<file path="config.mk">
export PLATFORM = sky130hd
export DESIGN_NAME = periodic_task_wakeup_scheduler_top_flat
export DESIGN_NICKNAME = d
export VERILOG_FILES = /design/src/rtl/ptws_pkg.sv /design/src/rtl/ptws_if.sv /design/src/rtl/ptws_regs.sv /design/src/rtl/ptws_dp.sv /design/src/rtl/ptws_ctrl.sv /design/src/rtl/periodic_task_wakeup_scheduler_top.sv /design/src/flat_wrapper.sv
export SDC_FILE = /design/constraint.sdc
export NUM_CORES = 2
export LEC_CHECK = 0
export BUFFER_PORTS_ARGS = -buffer_cell sky130_fd_sc_hd__buf_2
export CORE_UTILIZATION = 41
export DETAILED_ROUTE_END_ITERATION = 16
export PLACE_DENSITY = 0.59
export SYNTH_ARGS = -nofsm -noshare
export SYNTH_HDL_FRONTEND = slang
export SYNTH_SLANG_ARGS = --single-unit
</file>
<file path="constraint.sdc">
create_clock -name clk -period 11.55 [get_ports clk]
set_clock_uncertainty 0.1 [all_clocks]
set_input_delay 0.5775 -clock clk [delete_from_list [all_inputs] [get_ports clk]]
set_output_delay 0.5775 -clock clk [all_outputs]
set_load 0.1 [all_outputs]
</file>
<file path="src/rtl/ptws_pkg.sv">
// Package for the periodic task wakeup scheduler: sizes, codes and shared types.
// Used by every RTL file and by the channel interfaces; depends on nothing.
package ptws_pkg;

  // Table and field sizes
  localparam int MAX_SLOTS = 32;
  localparam int SLOT_W    = $clog2(MAX_SLOTS);
  localparam int CNT_W     = $clog2(MAX_SLOTS + 1);
  localparam int DATA_W    = 32;
  localparam int ACT_W     = 3;
  localparam int STAT_W    = 2;
  localparam int ADDR_W    = 3;

  // Register reset values
  localparam logic [DATA_W-1:0] HORIZON_RESET = 32'd86400;
  localparam logic [DATA_W-1:0] WAIT_RESET    = 32'd60;

  // Request actions
  typedef enum logic [ACT_W-1:0] {
    ACT_TICK  = 3'd0,
    ACT_REG   = 3'd1,
    ACT_COMPL = 3'd2,
    ACT_TRIG  = 3'd3,
    ACT_QUERY = 3'd4,
    ACT_CLEAR = 3'd5
  } ptws_act_t;

  // Result status codes
  typedef enum logic [STAT_W-1:0] {
    ST_OK    = 2'd0,
    ST_FULL  = 2'd1,
    ST_NOREG = 2'd2
  } ptws_stat_t;

  // Configuration register indexes
  typedef enum logic {
    REG_HORIZON = 1'b0,
    REG_WAIT    = 1'b1
  } ptws_reg_t;

  // Commands from controller to datapath
  typedef struct packed {
    logic load;
    logic exec;
    logic rd_slot;
    logic cmpl_wr;
    logic scan_init;
    logic scan_step;
    logic scan_fin;
    logic out_load;
  } ptws_cmd_t;

  // Status from datapath to controller
  typedef struct packed {
    ptws_act_t action;
    logic      slot_ok;
    logic      scan_done;
    logic      out_free;
  } ptws_sts_t;

  // One result
  typedef struct packed {
    logic [STAT_W-1:0] status;
    logic [SLOT_W-1:0] selected_slot;
    logic              task_found;
    logic              task_due;
    logic [DATA_W-1:0] seconds_to_next;
  } ptws_res_t;

  // Add that sticks at all ones on overflow
  function automatic logic [DATA_W-1:0] sat_add(input logic [DATA_W-1:0] a,
                                                input logic [DATA_W-1:0] b);
    logic [DATA_W:0] s;
    s = {1'b0, a} + {1'b0, b};
    return s[DATA_W] ? {DATA_W{1'b1}} : s[DATA_W-1:0];
  endfunction

endpackage

</file>
<file path="src/rtl/ptws_if.sv">
// Request and result channel interfaces of the task wakeup scheduler.
// Depends on ptws_pkg for field widths.
interface ptws_req_if import ptws_pkg::*; ();
  logic              valid;
  logic              ready;
  logic [ACT_W-1:0]  action;
  logic [SLOT_W-1:0] task_slot;
  logic [DATA_W-1:0] interval;

  modport source(output valid, action, task_slot, interval, input ready);
  modport sink(input valid, action, task_slot, interval, output ready);
endinterface

interface ptws_res_if import ptws_pkg::*; ();
  logic              valid;
  logic              ready;
  logic [STAT_W-1:0] status;
  logic [SLOT_W-1:0] selected_slot;
  logic              task_found;
  logic              task_due;
  logic [DATA_W-1:0] seconds_to_next;

  modport source(output valid, status, selected_slot, task_found, task_due,
                 seconds_to_next, input ready);
  modport sink(input valid, status, selected_slot, task_found, task_due,
               seconds_to_next, output ready);
endinterface

</file>
<file path="src/rtl/ptws_regs.sv">
// Configuration registers (lookahead horizon, default wait) behind an APB-style port.
// Depends on ptws_pkg.
module ptws_regs import ptws_pkg::*; (
  input  logic              clk,
  input  logic              rst_n,
  input  logic              psel,
  input  logic              penable,
  input  logic              pwrite,
  input  logic [ADDR_W-1:0] paddr,
  input  logic [DATA_W-1:0] pwdata,
  output logic [DATA_W-1:0] prdata,
  output logic              pready,
  output logic [DATA_W-1:0] horizon,
  output logic [DATA_W-1:0] dflt_wait
);

  logic [DATA_W-1:0] horizon_r;
  logic [DATA_W-1:0] wait_r;
  ptws_reg_t         reg_idx;
  logic              wr_en;

  assign reg_idx = ptws_reg_t'(paddr[ADDR_W-1:2]);
  assign wr_en   = psel & penable & pwrite;
  assign pready  = 1'b1;

  // Take register writes in the access cycle
  always_ff @(posedge clk) begin
    if (!rst_n) begin
      horizon_r <= HORIZON_RESET;
      wait_r    <= WAIT_RESET;
    end else if (wr_en) begin
      case (reg_idx)
        REG_HORIZON: horizon_r <= pwdata;
        REG_WAIT:    wait_r    <= pwdata;
        default:     ;
      endcase
    end
  end

  // Read back
  always_comb begin
    case (reg_idx)
      REG_HORIZON: prdata = horizon_r;
      REG_WAIT:    prdata = wait_r;
      default:     prdata = '0;
    endcase
  end

  assign horizon   = horizon_r;
  assign dflt_wait = wait_r;

endmodule

</file>
<file path="src/rtl/ptws_dp.sv">
// Datapath: time counter, task table memories, event flags, query scan and result registers.
// Depends on ptws_pkg; driven by ptws_ctrl through ptws_cmd_t.
module ptws_dp import ptws_pkg::*; (
  input  logic              clk,
  input  logic              rst_n,
  input  ptws_cmd_t         cmd,
  output ptws_sts_t         sts,
  input  logic [ACT_W-1:0]  in_action,
  input  logic [SLOT_W-1:0] in_task_slot,
  input  logic [DATA_W-1:0] in_interval,
  input  logic [DATA_W-1:0] horizon,
  input  logic [DATA_W-1:0] dflt_wait,
  input  logic              out_ready,
  output logic              out_valid,
  output ptws_res_t         out_res
);

  // Captured request
  ptws_act_t         act_r;
  logic [SLOT_W-1:0] slot_r;
  logic [DATA_W-1:0] ival_r;

  // Scheduler state
  logic [DATA_W-1:0]    cur_r;
  logic [CNT_W-1:0]     cnt_r;
  logic [MAX_SLOTS-1:0] flags_r;

  // Task table
  logic [DATA_W-1:0] due_mem [MAX_SLOTS];
  logic [DATA_W-1:0] int_mem [MAX_SLOTS];
  logic [DATA_W-1:0] due_rd_r;
  logic [DATA_W-1:0] int_rd_r;

  // Scan state
  logic [CNT_W-1:0]  rd_idx_r;
  logic              cmp_vld_r;
  logic [SLOT_W-1:0] cmp_idx_r;
  logic [DATA_W-1:0] limit_r;
  logic              have_r;
  logic              hit_r;
  logic [SLOT_W-1:0] best_r;
  logic [DATA_W-1:0] best_due_r;

  // Result and output registers
  ptws_res_t res_r;
  ptws_res_t out_res_r;
  logic      out_vld_r;

  logic              slot_ok;
  logic              full;
  logic [SLOT_W-1:0] rd_addr;
  logic [SLOT_W-1:0] wr_addr;
  logic [DATA_W-1:0] wr_due;
  logic              reg_we;
  logic              due_we;
  logic              hit_now;
  logic              closer;
  ptws_res_t         exec_res;

  assign slot_ok = {{(CNT_W-SLOT_W){1'b0}}, slot_r} < cnt_r;
  assign full    = cnt_r >= CNT_W'(MAX_SLOTS);

  // Memory addressing: one read port, one write port
  assign rd_addr = cmd.rd_slot   ? slot_r :
                   cmd.scan_init ? '0     : rd_idx_r[SLOT_W-1:0];
  assign wr_addr = cmd.cmpl_wr ? slot_r : cnt_r[SLOT_W-1:0];
  assign wr_due  = sat_add(cur_r, cmd.cmpl_wr ? int_rd_r : ival_r);
  assign reg_we  = cmd.exec && (act_r == ACT_REG) && !full;
  assign due_we  = reg_we || cmd.cmpl_wr;

  // Compare stage of the scan
  assign hit_now = cmp_vld_r && (flags_r[cmp_idx_r] || (due_rd_r <= cur_r));
  assign closer  = cmp_vld_r && !hit_now && (due_rd_r < limit_r);

  // Result of the actions completed by the exec command
  always_comb begin
    exec_res = '0;
    case (act_r)
      ACT_REG: begin
        if (full) begin
          exec_res.status = ST_FULL;
        end else begin
          exec_res.selected_slot = cnt_r[SLOT_W-1:0];
        end
      end
      ACT_COMPL,
      ACT_TRIG: exec_res.status = slot_ok ? ST_OK : ST_NOREG;
      default:  exec_res.status = ST_OK;
    endcase
  end

  // Table memories with registered read
  always_ff @(posedge clk) begin
    if (due_we) begin
      due_mem[wr_addr] <= wr_due;
    end
    if (reg_we) begin
      int_mem[wr_addr] <= ival_r;
    end
    due_rd_r <= due_mem[rd_addr];
    int_rd_r <= int_mem[rd_addr];
  end

  // Time, count, flags and output valid
  always_ff @(posedge clk) begin
    if (!rst_n) begin
      cur_r     <= '0;
      cnt_r     <= '0;
      flags_r   <= '0;
      out_vld_r <= 1'b0;
    end else begin
      if (cmd.exec) begin
        case (act_r)
          ACT_TICK: cur_r <= sat_add(cur_r, DATA_W'(1));
          ACT_REG: begin
            if (!full) begin
              cnt_r                       <= cnt_r + CNT_W'(1);
              flags_r[cnt_r[SLOT_W-1:0]] <= 1'b0;
            end
          end
          ACT_TRIG: begin
            if (slot_ok) begin
              flags_r[slot_r] <= 1'b1;
            end
          end
          ACT_CLEAR: begin
            cnt_r   <= '0;
            flags_r <= '0;
          end
          default: ;
        endcase
      end
      if (cmd.cmpl_wr) begin
        flags_r[slot_r] <= 1'b0;
      end
      if (cmd.out_load) begin
        out_vld_r <= 1'b1;
      end else if (out_ready) begin
        out_vld_r <= 1'b0;
      end
    end
  end

  // Request capture, scan and result payload
  always_ff @(posedge clk) begin
    if (cmd.load) begin
      act_r  <= ptws_act_t'(in_action);
      slot_r <= in_task_slot;
      ival_r <= in_interval;
    end
    if (cmd.exec) begin
      res_r <= exec_res;
    end
    if (cmd.cmpl_wr) begin
      res_r <= '0;
    end
    // start the scan at slot zero
    if (cmd.scan_init) begin
      limit_r    <= sat_add(cur_r, horizon);
      rd_idx_r   <= CNT_W'(1);
      cmp_vld_r  <= (cnt_r != '0);
      cmp_idx_r  <= '0;
      have_r     <= 1'b0;
      hit_r      <= 1'b0;
      best_r     <= '0;
      best_due_r <= '0;
    end
    // compare one slot, fetch the next
    if (cmd.scan_step) begin
      if (hit_now || closer) begin
        have_r     <= 1'b1;
        best_r     <= cmp_idx_r;
        best_due_r <= due_rd_r;
      end
      if (closer) begin
        limit_r <= due_rd_r;
      end
      if (hit_now) begin
        hit_r <= 1'b1;
      end
      cmp_vld_r <= (rd_idx_r < cnt_r) && !hit_now;
      cmp_idx_r <= rd_idx_r[SLOT_W-1:0];
      rd_idx_r  <= rd_idx_r + CNT_W'(1);
    end
    // build the query answer
    if (cmd.scan_fin) begin
      res_r.status        <= ST_OK;
      res_r.selected_slot <= have_r ? best_r : '0;
      res_r.task_found    <= have_r;
      res_r.task_due      <= hit_r;
      if (!have_r) begin
        res_r.seconds_to_next <= dflt_wait;
      end else if (best_due_r > cur_r) begin
        res_r.seconds_to_next <= best_due_r - cur_r;
      end else begin
        res_r.seconds_to_next <= '0;
      end
    end
    if (cmd.out_load) begin
      out_res_r <= res_r;
    end
  end

  assign sts.action    = act_r;
  assign sts.slot_ok   = slot_ok;
  assign sts.scan_done = !cmp_vld_r || hit_now;
  assign sts.out_free  = !out_vld_r || out_ready;

  assign out_valid = out_vld_r;
  assign out_res   = out_res_r;

  // Table fill never passes its size
  a_cnt_bound: assert property (@(posedge clk) disable iff (!rst_n)
    cnt_r <= CNT_W'(MAX_SLOTS))
    else $error("task count beyond table size");

  // Scan compares only registered slots
  a_scan_in_range: assert property (@(posedge clk) disable iff (!rst_n)
    (cmd.scan_step && cmp_vld_r) |-> ({{(CNT_W-SLOT_W){1'b0}}, cmp_idx_r} < cnt_r))
    else $error("scan compared an unregistered slot");

  // A due hit is always reported as found and due
  a_hit_found: assert property (@(posedge clk) disable iff (!rst_n)
    (cmd.scan_fin && hit_r) |=> (res_r.task_found && res_r.task_due))
    else $error("due hit lost in query result");

  // Registering into a free slot grows the table by one
  a_reg_grow: assert property (@(posedge clk) disable iff (!rst_n)
    reg_we |=> (cnt_r == $past(cnt_r) + CNT_W'(1)))
    else $error("register did not advance task count");

endmodule

</file>
<file path="src/rtl/ptws_ctrl.sv">
// Controller state machine: sequences capture, execution, query scan and result hand-off.
// Depends on ptws_pkg; commands ptws_dp through ptws_cmd_t.
module ptws_ctrl import ptws_pkg::*; (
  input  logic      clk,
  input  logic      rst_n,
  input  logic      in_valid,
  output logic      in_ready,
  input  ptws_sts_t sts,
  output ptws_cmd_t cmd
);

  typedef enum logic [5:0] {
    S_IDLE = 6'b000001,
    S_DEC  = 6'b000010,
    S_CMPL = 6'b000100,
    S_SCAN = 6'b001000,
    S_FIN  = 6'b010000,
    S_DONE = 6'b100000
  } ptws_state_t;

  ptws_state_t state_r;
  ptws_state_t state_nxt;

  assign in_ready = (state_r == S_IDLE);

  // Next state and commands
  always_comb begin
    state_nxt = state_r;
    cmd       = '0;
    case (state_r)
      S_IDLE: begin
        if (in_valid) begin
          cmd.load  = 1'b1;
          state_nxt = S_DEC;
        end
      end
      S_DEC: begin
        case (sts.action)
          ACT_QUERY: begin
            cmd.scan_init = 1'b1;
            state_nxt     = S_SCAN;
          end
          ACT_COMPL: begin
            if (sts.slot_ok) begin
              cmd.rd_slot = 1'b1;
              state_nxt   = S_CMPL;
            end else begin
              cmd.exec  = 1'b1;
              state_nxt = S_DONE;
            end
          end
          default: begin
            cmd.exec  = 1'b1;
            state_nxt = S_DONE;
          end
        endcase
      end
      S_CMPL: begin
        cmd.cmpl_wr = 1'b1;
        state_nxt   = S_DONE;
      end
      S_SCAN: begin
        cmd.scan_step = 1'b1;
        if (sts.scan_done) begin
          state_nxt = S_FIN;
        end
      end
      S_FIN: begin
        cmd.scan_fin = 1'b1;
        state_nxt    = S_DONE;
      end
      S_DONE: begin
        if (sts.out_free) begin
          cmd.out_load = 1'b1;
          state_nxt    = S_IDLE;
        end
      end
      default: state_nxt = S_IDLE;
    endcase
  end

  // Advance state
  always_ff @(posedge clk) begin
    if (!rst_n) begin
      state_r <= S_IDLE;
    end else begin
      state_r <= state_nxt;
    end
  end

  // At most one datapath operation per cycle
  a_cmd_excl: assert property (@(posedge clk) disable iff (!rst_n)
    $onehot0({cmd.load, cmd.exec, cmd.rd_slot, cmd.cmpl_wr, cmd.scan_init,
              cmd.scan_step, cmd.scan_fin, cmd.out_load}))
    else $error("conflicting datapath commands");

  // An accepted request is decoded next
  a_accept_dec: assert property (@(posedge clk) disable iff (!rst_n)
    (in_valid && in_ready) |=> (state_r == S_DEC))
    else $error("accepted request not decoded");

  // A handed-off result frees the block
  a_done_idle: assert property (@(posedge clk) disable iff (!rst_n)
    cmd.out_load |=> in_ready)
    else $error("block not idle after result hand-off");

endmodule

</file>
<file path="src/rtl/periodic_task_wakeup_scheduler_top.sv">
// Top level of the periodic task wakeup scheduler: channels, APB port and sub-blocks.
// Depends on ptws_pkg, ptws_if, ptws_regs, ptws_dp and ptws_ctrl.

// The block keeps up to 32 periodic tasks and a seconds counter, and answers
// each request with exactly one result. It handles one request at a time:
// tick, register, trigger and clear execute from the decode state, complete
// of a registered slot first reads the interval memory and then rewrites the
// due time, and query walks the registered tasks with a single due-time
// comparator, one slot per cycle behind the registered read of the due-time
// memory; a flagged or already due task ends the walk early. A finished
// result sits in an output register, so the next request is taken while
// it waits. The two configuration registers sit at byte addresses 0
// (lookahead horizon) and 4 (default wait) and may be written only while
// the block is idle.
module periodic_task_wakeup_scheduler_top import ptws_pkg::*; (
  input  logic              clk,
  input  logic              rst_n,
  ptws_req_if.sink          in_ch,
  ptws_res_if.source        out_ch,
  input  logic              psel,
  input  logic              penable,
  input  logic              pwrite,
  input  logic [ADDR_W-1:0] paddr,
  input  logic [DATA_W-1:0] pwdata,
  output logic [DATA_W-1:0] prdata,
  output logic              pready
);

  logic [DATA_W-1:0] horizon;
  logic [DATA_W-1:0] dflt_wait;
  ptws_cmd_t         cmd;
  ptws_sts_t         sts;
  ptws_res_t         res;
  logic              in_ready;
  logic              out_valid;

  // Configuration registers
  ptws_regs u_regs (
    .clk       (clk),
    .rst_n     (rst_n),
    .psel      (psel),
    .penable   (penable),
    .pwrite    (pwrite),
    .paddr     (paddr),
    .pwdata    (pwdata),
    .prdata    (prdata),
    .pready    (pready),
    .horizon   (horizon),
    .dflt_wait (dflt_wait)
  );

  // Sequencer
  ptws_ctrl u_ctrl (
    .clk      (clk),
    .rst_n    (rst_n),
    .in_valid (in_ch.valid),
    .in_ready (in_ready),
    .sts      (sts),
    .cmd      (cmd)
  );

  // Table, time and scan
  ptws_dp u_dp (
    .clk          (clk),
    .rst_n        (rst_n),
    .cmd          (cmd),
    .sts          (sts),
    .in_action    (in_ch.action),
    .in_task_slot (in_ch.task_slot),
    .in_interval  (in_ch.interval),
    .horizon      (horizon),
    .dflt_wait    (dflt_wait),
    .out_ready    (out_ch.ready),
    .out_valid    (out_valid),
    .out_res      (res)
  );

  // Drive the channels
  assign in_ch.ready            = in_ready;
  assign out_ch.valid           = out_valid;
  assign out_ch.status          = res.status;
  assign out_ch.selected_slot   = res.selected_slot;
  assign out_ch.task_found      = res.task_found;
  assign out_ch.task_due        = res.task_due;
  assign out_ch.seconds_to_next = res.seconds_to_next;

endmodule
</file>
<file path="src/flat_wrapper.sv">
// flat-port wrapper written by rule: the top's interface ports become plain ports
module periodic_task_wakeup_scheduler_top_flat import ptws_pkg::*;
  (clk, rst_n, psel, penable, pwrite, paddr, pwdata, prdata, pready, in_ch_valid, in_ch_action, in_ch_task_slot, in_ch_interval, in_ch_ready, out_ch_valid, out_ch_status, out_ch_selected_slot, out_ch_task_found, out_ch_task_due, out_ch_seconds_to_next, out_ch_ready);
  ptws_req_if in_ch_i ();
  ptws_res_if out_ch_i ();
  input  logic clk;
  input  logic rst_n;
  input  logic psel;
  input  logic penable;
  input  logic pwrite;
  input  logic [ADDR_W-1:0] paddr;
  input  logic [DATA_W-1:0] pwdata;
  output logic [DATA_W-1:0] prdata;
  output logic pready;
  input wire logic [$bits(in_ch_i.valid)-1:0] in_ch_valid;
  input wire logic [$bits(in_ch_i.action)-1:0] in_ch_action;
  input wire logic [$bits(in_ch_i.task_slot)-1:0] in_ch_task_slot;
  input wire logic [$bits(in_ch_i.interval)-1:0] in_ch_interval;
  output wire logic [$bits(in_ch_i.ready)-1:0] in_ch_ready;
  output wire logic [$bits(out_ch_i.valid)-1:0] out_ch_valid;
  output wire logic [$bits(out_ch_i.status)-1:0] out_ch_status;
  output wire logic [$bits(out_ch_i.selected_slot)-1:0] out_ch_selected_slot;
  output wire logic [$bits(out_ch_i.task_found)-1:0] out_ch_task_found;
  output wire logic [$bits(out_ch_i.task_due)-1:0] out_ch_task_due;
  output wire logic [$bits(out_ch_i.seconds_to_next)-1:0] out_ch_seconds_to_next;
  input wire logic [$bits(out_ch_i.ready)-1:0] out_ch_ready;
  assign in_ch_i.valid = in_ch_valid;
  assign in_ch_i.action = in_ch_action;
  assign in_ch_i.task_slot = in_ch_task_slot;
  assign in_ch_i.interval = in_ch_interval;
  assign in_ch_ready = in_ch_i.ready;
  assign out_ch_valid = out_ch_i.valid;
  assign out_ch_status = out_ch_i.status;
  assign out_ch_selected_slot = out_ch_i.selected_slot;
  assign out_ch_task_found = out_ch_i.task_found;
  assign out_ch_task_due = out_ch_i.task_due;
  assign out_ch_seconds_to_next = out_ch_i.seconds_to_next;
  assign out_ch_i.ready = out_ch_ready;
  periodic_task_wakeup_scheduler_top u_core (.clk(clk), .rst_n(rst_n), .in_ch(in_ch_i), .out_ch(out_ch_i), .psel(psel), .penable(penable), .pwrite(pwrite), .paddr(paddr), .pwdata(pwdata), .prdata(prdata), .pready(pready));
endmodule
</file>
# Word level (Yosys, flattened, before mapping)
# Memory sizes are Yosys's and may differ from the RTL's. A register that Yosys moved wholly into a read port is not among the register bits.
# Index checks and enable logic that the tools add are counted.
[classes]
add_sub_neg = 6
magnitude_cmp = 11
eq_ne = 15
muxes = 80
bitwise_logic = 8
n_reduce_logical = 31
[op_table]
columns = ["op", "n"]
rows = [
  ["$mux W32", 17],
  ["$mux W39", 3],
  ["$pmux W32 S3", 1],
  ["$add A32 B32 Y33", 2],
  ["$and A32 B32 Y32", 2],
  ["$not A32 Y32", 2],
  ["$pmux W32 S2", 1],
  ["$mux W5", 11],
  ["$mux W6", 7],
  ["$add A32 B1 Y33 const B", 1],
  ["$gt A32 B32 Y1", 1],
  ["$le A32 B32 Y1", 1],
  ["$lt A32 B32 Y1", 1],
  ["$or A32 B32 Y32", 1],
  ["$sub A32 B32 Y32", 1],
  ["$mux W1", 30],
  ["$pmux W6 S5", 1],
  ["$pmux W6 S2", 2],
  ["$lt A5 B6 Y1 const B", 3],
  ["$add A6 B1 Y6 const B", 2],
  ["$demux W1 S5", 2],
  ["$ge A5 B1 Y1 const B", 2],
  ["$logic_and A1 B1 Y1", 8],
  ["$eq A3 B2 Y1 const B", 2],
  ["28 further kinds", 47],
]
[totals]
reg_bits = 346
ram_bits = 2048
elab_cells = 181
mem_count = 2
[mem_list]
columns = ["memory", "words", "width", "read_ports", "rd_clocked_by_memory_dff", "write_ports", "line", "rtl"]
rows = [
  ["u_core.u_dp.due_mem", 32, 32, 1, 1, 1, "ptws_dp.sv:29", "logic [DATA_W-1:0] due_mem [MAX_SLOTS];"],
  ["u_core.u_dp.int_mem", 32, 32, 1, 1, 1, "ptws_dp.sv:30", "logic [DATA_W-1:0] int_mem [MAX_SLOTS];"],
]

# Depth between registers and ports, before layout
[logic_depth]
ltp_word = 12
mapped_depth = 23
depth_no_buf = 17

# By module
# From an unflattened synthesis, not the netlist that was laid out.
[unflattened]
hier_cells = 8607
hier_area_um2 = 104312.5
[modules_own_cells]
columns = ["module", "instances", "cells_each", "area_each_um2"]
rows = [
  ["ptws_dp", 1, 8266, 100998.1],
  ["ptws_regs", 1, 294, 2926.6],
  ["ptws_ctrl", 1, 47, 387.9],
]

# Worst setup path after synthesis
# No wires, ideal clock.
[synth_timing]
kind = "reg2reg"
from = "reg u_core.u_ctrl.state_r[4]"
to = "mem u_core.u_dp.due_mem[0][2] (data pin)"
setup_ps = 454
arrival_ps = 4984
slack_ps = 6012
stages_incl_launch_ff = 24
n_path_buf = 6
period_less_slack_ps = 5538
path_cell_list = "dfxtp_1 clkbuf_1 nor3_1 and3_1 clkbuf_1 clkbuf_1 buf_1 nand2_1 nand2_1 ha_1 inv_1 fa_1 nor2b_1 o21ai_0 a21oi_1 o21ai_1 a31o_2 o41ai_1 o21a_1 a2111oi_0 or2_0 clkbuf_1 clkbuf_1 o21ai_0"
[synth_via]
elab_chain_len = 5
[synth_rtl]
columns = ["item", "line", "rtl"]
rows = [
  ["start: declaration", "ptws_ctrl.sv:21", "ptws_state_t state_r;"],
  ["start signal: assignment", "ptws_ctrl.sv:87", "state_r <= state_nxt;"],
  ["$eq A6 B3 Y1", "ptws_ctrl.sv:30", "case (state_r)"],
  ["$mux W1", "ptws_ctrl.sv:30", ""],
  ["$mux W32", "ptws_dp.sv:67", "assign wr_due = sat_add(cur_r, cmd.cmpl_wr ? int_rd_r : ival_r);"],
  ["$add A32 B32 Y33", "ptws_pkg.sv:74", "s = {1'b0, a} + {1'b0, b};"],
  ["$mux W32", "ptws_pkg.sv:75", "return s[DATA_W] ? {DATA_W{1'b1}} : s[DATA_W-1:0];"],
  ["via u_core.u_dp.wr_due[2]", "ptws_dp.sv:53", "logic [DATA_W-1:0] wr_due;"],
  ["end: declaration", "ptws_dp.sv:29", ""],
]
# The timed path passes the listed nets, and every way through them passes these cells.

# Worst setup path after layout
[layout_timing]
from = "reg u_core.u_ctrl.state_r[5]"
to = "mem u_core.u_dp.due_mem[29][30] (data pin)"
# Same word-level chain as after synthesis.

==> impl_metrics.xml <==
<?xml version="1.0" encoding="UTF-8"?>
<metrics>
  <group name="status">
    <metric name="status" unit="">finished, violations left</metric>
    <metric name="violations" unit="">max-capacitance violations</metric>
  </group>
  <group name="floorplan">
    <metric name="design.core.area" unit="sq um">246000</metric>
    <metric name="floorplan.die.height" unit="microns">500</metric>
    <metric name="chipWidth" unit="microns">500</metric>
    <metric name="start_util" unit="%">41.3</metric>
    <metric name="std_cell_rows" unit="">182</metric>
    <metric name="top_level_ports" unit="">158</metric>
    <metric name="die_ar" unit="sq um">250000</metric>
  </group>
  <group name="sta">
    <metric name="timing.fmax" unit="MHz">140</metric>
    <metric name="report.final.hold_viol_count" unit="">0</metric>
    <metric name="period_share" unit="%">61.9</metric>
    <metric name="finalCriticalPeriod" unit="ns">7.15</metric>
    <metric name="worst_case_setup_margin_in_the_final_layout" unit="ns">4.40</metric>
    <metric name="grt_setup_unrepaired" unit="">false</metric>
    <metric name="setup_viol_count_final" unit="">0</metric>
    <metric name="tightestPinTransition" unit="ns">1.48</metric>
    <metric name="relSlewSlack" unit="%">1.20</metric>
    <metric name="holdWs" unit="ns">0.233</metric>
    <metric name="slew_viol_final" unit="">0</metric>
    <metric name="total_negative_slack_for_setup_checks" unit="ns">0</metric>
  </group>
  <group name="critical_path">
    <metric name="r2r_setup_slack" unit="ns">4.40</metric>
    <metric name="worstPathCellList" unit="">nor2_1 &gt; and3_2 &gt; buf_4 &gt; nand2_1 &gt; nand2_1 &gt; ha_1 &gt; a21oi_1 &gt; nor2b_1 &gt; or3_1 &gt; o21ai_1 &gt; a31o_2 &gt; o41ai_1 &gt; o21a_1 &gt; a2111oi_0 &gt; or2_2 &gt; nand2_1</metric>
    <metric name="critical-path-top-cell-by-count" unit="">sky130_fd_sc_hd__nand2_1</metric>
    <metric name="r2r_path_start" unit="">u_core.u_ctrl.state_r[5]</metric>
    <metric name="cp_data_required_time" unit="ns">11.78</metric>
    <metric name="arrival" unit="ns">7.38</metric>
    <metric name="crit_path_start" unit="">u_core.u_ctrl.state_r[5]</metric>
    <metric name="critical_path.slowest_cell" unit="">sky130_fd_sc_hd__or2_2</metric>
    <metric name="cell_depth_of_the_worst_flop_to_flop_path" unit="">16</metric>
    <metric name="worst_path_largest_cell_delay" unit="ns">0.96</metric>
    <metric name="timing.critical_path.to_type" unit="">flop</metric>
    <metric name="crit_path_end" unit="">u_core.u_dp.due_mem[29][30]</metric>
    <metric name="critPathLaunchType" unit="">flop</metric>
    <metric name="critPathKind" unit="">flop to flop</metric>
    <metric name="path_max_fanout" unit="">32</metric>
    <metric name="r2r-end" unit="">u_core.u_dp.due_mem[29][30]</metric>
  </group>
  <group name="routing">
    <metric name="routedWlPerCell" unit="microns">26.8</metric>
    <metric name="top_signal_layer_used" unit="">met4</metric>
    <metric name="drt_iter0_markers" unit="">6663</metric>
    <metric name="post_drt_via_cell_ratio" unit="">5.83</metric>
    <metric name="remaining_design_rule_violation_count" unit="">0</metric>
    <metric name="wl_met2" unit="microns">136000</metric>
    <metric name="wl_met3" unit="microns">21100</metric>
    <metric name="antenna_violating_nets_post_route" unit="">0</metric>
    <metric name="drt-met1-wl" unit="microns">124000</metric>
    <metric name="detailroute.via_count" unit="">63405</metric>
    <metric name="route.final.wire_length" unit="microns">291000</metric>
    <metric name="drt_first_pass_iters" unit="">6</metric>
  </group>
  <group name="power_and_ir_drop">
    <metric name="power.share.switching" unit="%">21.5</metric>
    <metric name="power-per-cell-area" unit="nW/um^2">163</metric>
    <metric name="power.net_switching" unit="mW">4.07</metric>
    <metric name="cell_internal_power" unit="mW">14.9</metric>
    <metric name="worst_ir_drop_vdd" unit="uV">183</metric>
    <metric name="power.share.sequential" unit="%">52.0</metric>
    <metric name="comb_power_share" unit="%">4.9</metric>
    <metric name="clk_pwr_share" unit="%">43.1</metric>
    <metric name="power.leakage" unit="nW">41.1</metric>
  </group>
  <group name="place">
    <metric name="placement.setup.worst_slack" unit="ns">4.60</metric>
    <metric name="routabilityCongestion" unit="">0.897</metric>
    <metric name="detailed_place_hpwl" unit="microns">162000</metric>
    <metric name="numPortBuffers" unit="">154</metric>
  </group>
  <group name="global_routing">
    <metric name="grt_pass1_vias" unit="">60702</metric>
    <metric name="grt_first_pass_wirelength" unit="microns">418000</metric>
    <metric name="global_route.usage.total" unit="%">22.7</metric>
    <metric name="grt_remaining_overflow" unit="">0</metric>
    <metric name="pin_count_of_the_biggest_net_entering_global_routing" unit="">169</metric>
    <metric name="antenna_found_initial" unit="">6</metric>
  </group>
  <group name="clock_network">
    <metric name="worstSkewPairLatency" unit="ns">0.92</metric>
    <metric name="cts-resized-gates" unit="">0</metric>
    <metric name="total_setup_buffers_inserted_after_cts" unit="">0</metric>
    <metric name="cts.sinks" unit="">2458</metric>
    <metric name="post_cts_hold_buffer_count" unit="">74</metric>
    <metric name="clock_tree.root_cell" unit="">sky130_fd_sc_hd__clkbuf_16</metric>
    <metric name="cts_tree" unit="">done</metric>
    <metric name="clk_transition_reported_paths" unit="ns">0.06</metric>
    <metric name="ctsLongestPathBuffers" unit="">4</metric>
    <metric name="cts_h_tree_depth" unit="">5</metric>
    <metric name="total_clock_buffers_created_by_cts" unit="">276</metric>
  </group>
  <group name="run">
    <metric name="drv.max_cap_violation_count" unit="">1</metric>
  </group>
  <group name="synthesis">
    <metric name="avgSynthCellArea" unit="sq um">14.3</metric>
    <metric name="synth_edf_count" unit="">2180</metric>
    <metric name="post_synth_simple_gate_area" unit="%">5.10</metric>
    <metric name="net_count_after_synthesis" unit="">7371</metric>
    <metric name="ys_seq_elements" unit="">2458</metric>
    <metric name="postSynth.topFlopCell" unit="">sky130_fd_sc_hd__edfxtp_1</metric>
    <metric name="synth-xor-area-share" unit="%">0.972</metric>
    <metric name="synth.yosys.warnings" unit="">0</metric>
    <metric name="yosysUniqueCellTypes" unit="">84</metric>
    <metric name="share_of_cell_area_taken_by_muxes_after_synthesis" unit="%">8.46</metric>
    <metric name="netlist_instances" unit="">7112</metric>
    <metric name="yosys.area_share.adder" unit="%">2.20</metric>
    <metric name="compound_gate_fraction_of_synth_area" unit="%">11.0</metric>
    <metric name="async_flop_share" unit="%">0</metric>
    <metric name="ys_seq_area_share" unit="%">69.8</metric>
    <metric name="syn_area" unit="sq um">102000</metric>
    <metric name="dominant_combinational_cell_family_by_area_after_synthesis" unit="">compound AO/OA/AOI/OAI gates</metric>
  </group>
  <group name="worst_hold_path">
    <metric name="hold_path_depth" unit="">5</metric>
    <metric name="hold_start" unit="">penable</metric>
    <metric name="hold_path.class" unit="">input pin to flop</metric>
  </group>
  <group name="layout">
    <metric name="post_route_cells_drive_above_1_share" unit="%">11.0</metric>
    <metric name="mostFrequentLayoutCell" unit="">sky130_fd_sc_hd__edfxtp_1</metric>
    <metric name="areaGrowthSynthToFinish" unit="%">13.8</metric>
    <metric name="layout_common_cells" unit="">sky130_fd_sc_hd__edfxtp_1 (2180), sky130_fd_sc_hd__mux2i_1 (799), sky130_fd_sc_hd__nand2_1 (743), sky130_fd_sc_hd__a21oi_1 (608), sky130_fd_sc_hd__o22ai_1 (286)</metric>
    <metric name="finish.net_count" unit="">7635</metric>
  </group>
</metrics>
==> final cells by class <==
| cell class | instances | area, sq um |
|---|---|---|
| Clock buffer | 357 | 7420 |
| Fill cell | 21409 | 131000 |
| Tap cell | 3312 | 4140 |
| Clock inverter | 103 | 810 |
| Antenna cell | 5 | 12.5 |
| Sequential cell | 2458 | 71000 |
| Inverter | 147 | 553 |
| Multi-Input combinational cell | 4092 | 29000 |
| Timing Repair Buffer | 401 | 2920 |
==> registers in the layout, indices dropped and copies added (netlist names) <==
register,cells
u_core.u_dp.cmp_vld_r,1
u_core.u_dp.best_r,5
u_core.u_dp.slot_r,5
u_core.u_regs.horizon,32
u_core.u_dp.limit_r,32
u_core.u_dp.rd_idx_r,6
u_core.u_dp.hit_r,1
u_core.u_dp.due_rd_r,32
u_core.u_dp.have_r,1
u_core.u_dp.cur_r,32
u_core.u_dp.int_rd_r,32
u_core.u_dp.best_due_r,32
u_core.u_ctrl.state_r,6
u_core.u_dp.due_mem,1024
u_core.u_dp.out_res,41
u_core.u_regs.dflt_wait,32
u_core.u_dp.act_r,3
u_core.u_dp.flags_r,32
u_core.u_dp.res_r,41
u_core.u_dp.ival_r,32
u_core.u_dp.cnt_r,6
u_core.u_dp.int_mem,1024
u_core.u_dp.out_valid,1
u_core.u_dp.cmp_idx_r,5
==> kinds of logic after synthesis <==
logic type	count (synthesis)
buffers and inverters	562
flip-flops	2458
XOR/XNOR	113
other	1
AND/OR/NAND/NOR	1213
AO/OA/AOI/OAI	1744
adder cells (fa/ha/maj)	177
multiplexers	844
==> critical path: cells and delay by family (launching register included) <==
kind,cells,cell delay (ns)
adder cells (fa/ha/maj),1,0.35
AO/OA/AOI/OAI,6,1.55
AND/OR/NAND/NOR,8,3.53
buffers and inverters,1,0.55
flip-flops,1,0.36
==> routing by layer <==
metal | track usage (%) | vias to the layer above
met1 | 31.4 | 32140
met4 | 8.33 | 0
met3 | 3.44 | 503
met5 | 0 | -
met2 | 36.3 | 2604
li1 | - | 28158
==> cell usage after synthesis (7+ instances only) <==
| master | number | area (sq um) |
|---|---|---|
| sky130_fd_sc_hd__a211o_1 | 8 | 70.1 |
| sky130_fd_sc_hd__xnor2_1 | 73 | 639 |
| sky130_fd_sc_hd__o31ai_1 | 7 | 52.6 |
| sky130_fd_sc_hd__or2_2 | 7 | 43.8 |
| sky130_fd_sc_hd__edfxtp_1 | 2180 | 65500 |
| sky130_fd_sc_hd__o221ai_1 | 254 | 2220 |
| sky130_fd_sc_hd__o21ai_0 | 178 | 891 |
| sky130_fd_sc_hd__buf_1 | 30 | 113 |
| sky130_fd_sc_hd__buf_6 | 28 | 315 |
| sky130_fd_sc_hd__a21o_1 | 48 | 360 |
| sky130_fd_sc_hd__o21a_1 | 12 | 90.1 |
| sky130_fd_sc_hd__o22ai_1 | 286 | 1790 |
| sky130_fd_sc_hd__or3_1 | 13 | 81.3 |
| sky130_fd_sc_hd__and3_1 | 21 | 131 |
| sky130_fd_sc_hd__ha_1 | 174 | 2180 |
| sky130_fd_sc_hd__o21bai_1 | 16 | 120 |
| sky130_fd_sc_hd__a21oi_1 | 610 | 3050 |
| sky130_fd_sc_hd__buf_4 | 25 | 188 |
| sky130_fd_sc_hd__clkbuf_1 | 227 | 852 |
| sky130_fd_sc_hd__and2_1 | 15 | 93.8 |
| sky130_fd_sc_hd__a211oi_1 | 112 | 841 |
| sky130_fd_sc_hd__a22oi_1 | 128 | 961 |
| sky130_fd_sc_hd__nand4_1 | 30 | 188 |
| sky130_fd_sc_hd__mux4_2 | 10 | 225 |
| sky130_fd_sc_hd__nor2b_1 | 25 | 156 |
| sky130_fd_sc_hd__nor3_1 | 53 | 265 |
| sky130_fd_sc_hd__nand2b_1 | 19 | 119 |
| sky130_fd_sc_hd__nand2_1 | 745 | 2800 |
| sky130_fd_sc_hd__o21ai_1 | 11 | 55.1 |
| sky130_fd_sc_hd__dfxtp_1 | 278 | 5570 |
| sky130_fd_sc_hd__mux2_2 | 34 | 383 |
| sky130_fd_sc_hd__nor4_1 | 7 | 43.8 |
| sky130_fd_sc_hd__a221oi_1 | 7 | 61.3 |
| sky130_fd_sc_hd__nand3_1 | 73 | 365 |
| sky130_fd_sc_hd__inv_1 | 144 | 541 |
| sky130_fd_sc_hd__xor2_1 | 40 | 350 |
| sky130_fd_sc_hd__a31oi_1 | 9 | 56.3 |
| sky130_fd_sc_hd__buf_2 | 101 | 505 |
| sky130_fd_sc_hd__mux2i_1 | 800 | 8010 |
| sky130_fd_sc_hd__nor2_1 | 178 | 668 |
==> stage by stage <==
step | total power [mW] | util, % | instance area, sq um | cells
4_1_cts | 19.0 | 47.0 | 116000 | 10870
6_report | 18.9 | 47.0 | 116000 | 10875
5_1_grt | 19.4 | 47.0 | 116000 | 10873
2_1_floorplan | 10.6 | - | 102000 | 7112
3_5_place_dp | 10.9 | 43.4 | 107000 | 10336
3_3_place_gp | 10.9 | 43.4 | 107000 | 10336
==> worst min path at each step <==
stage,to,slack (ns)
6_report,u_core.u_regs.dflt_wait[19],0.23
5_1_grt,u_core.u_dp.ival_r[14],0.23
4_1_cts,u_core.u_regs.dflt_wait[24],0.16
3_5_place_dp,u_core.u_dp.out_res[17],0.30
3_3_place_gp,u_core.u_dp.out_res[33],0.30
2_1_floorplan,u_core.u_dp.out_res[0],0.30
==> power groups by stage <==
stage	clock network, mW	registers [mW]	logic (mW)
floorplan	0	10.0	0.567
global placement	0	10.0	0.872
detailed placement	0	10.0	0.895
CTS	8.28	9.85	0.917
global route	8.60	9.85	0.998
finish	8.15	9.85	0.923
Note: power is estimated with default switching activity, not from simulation.
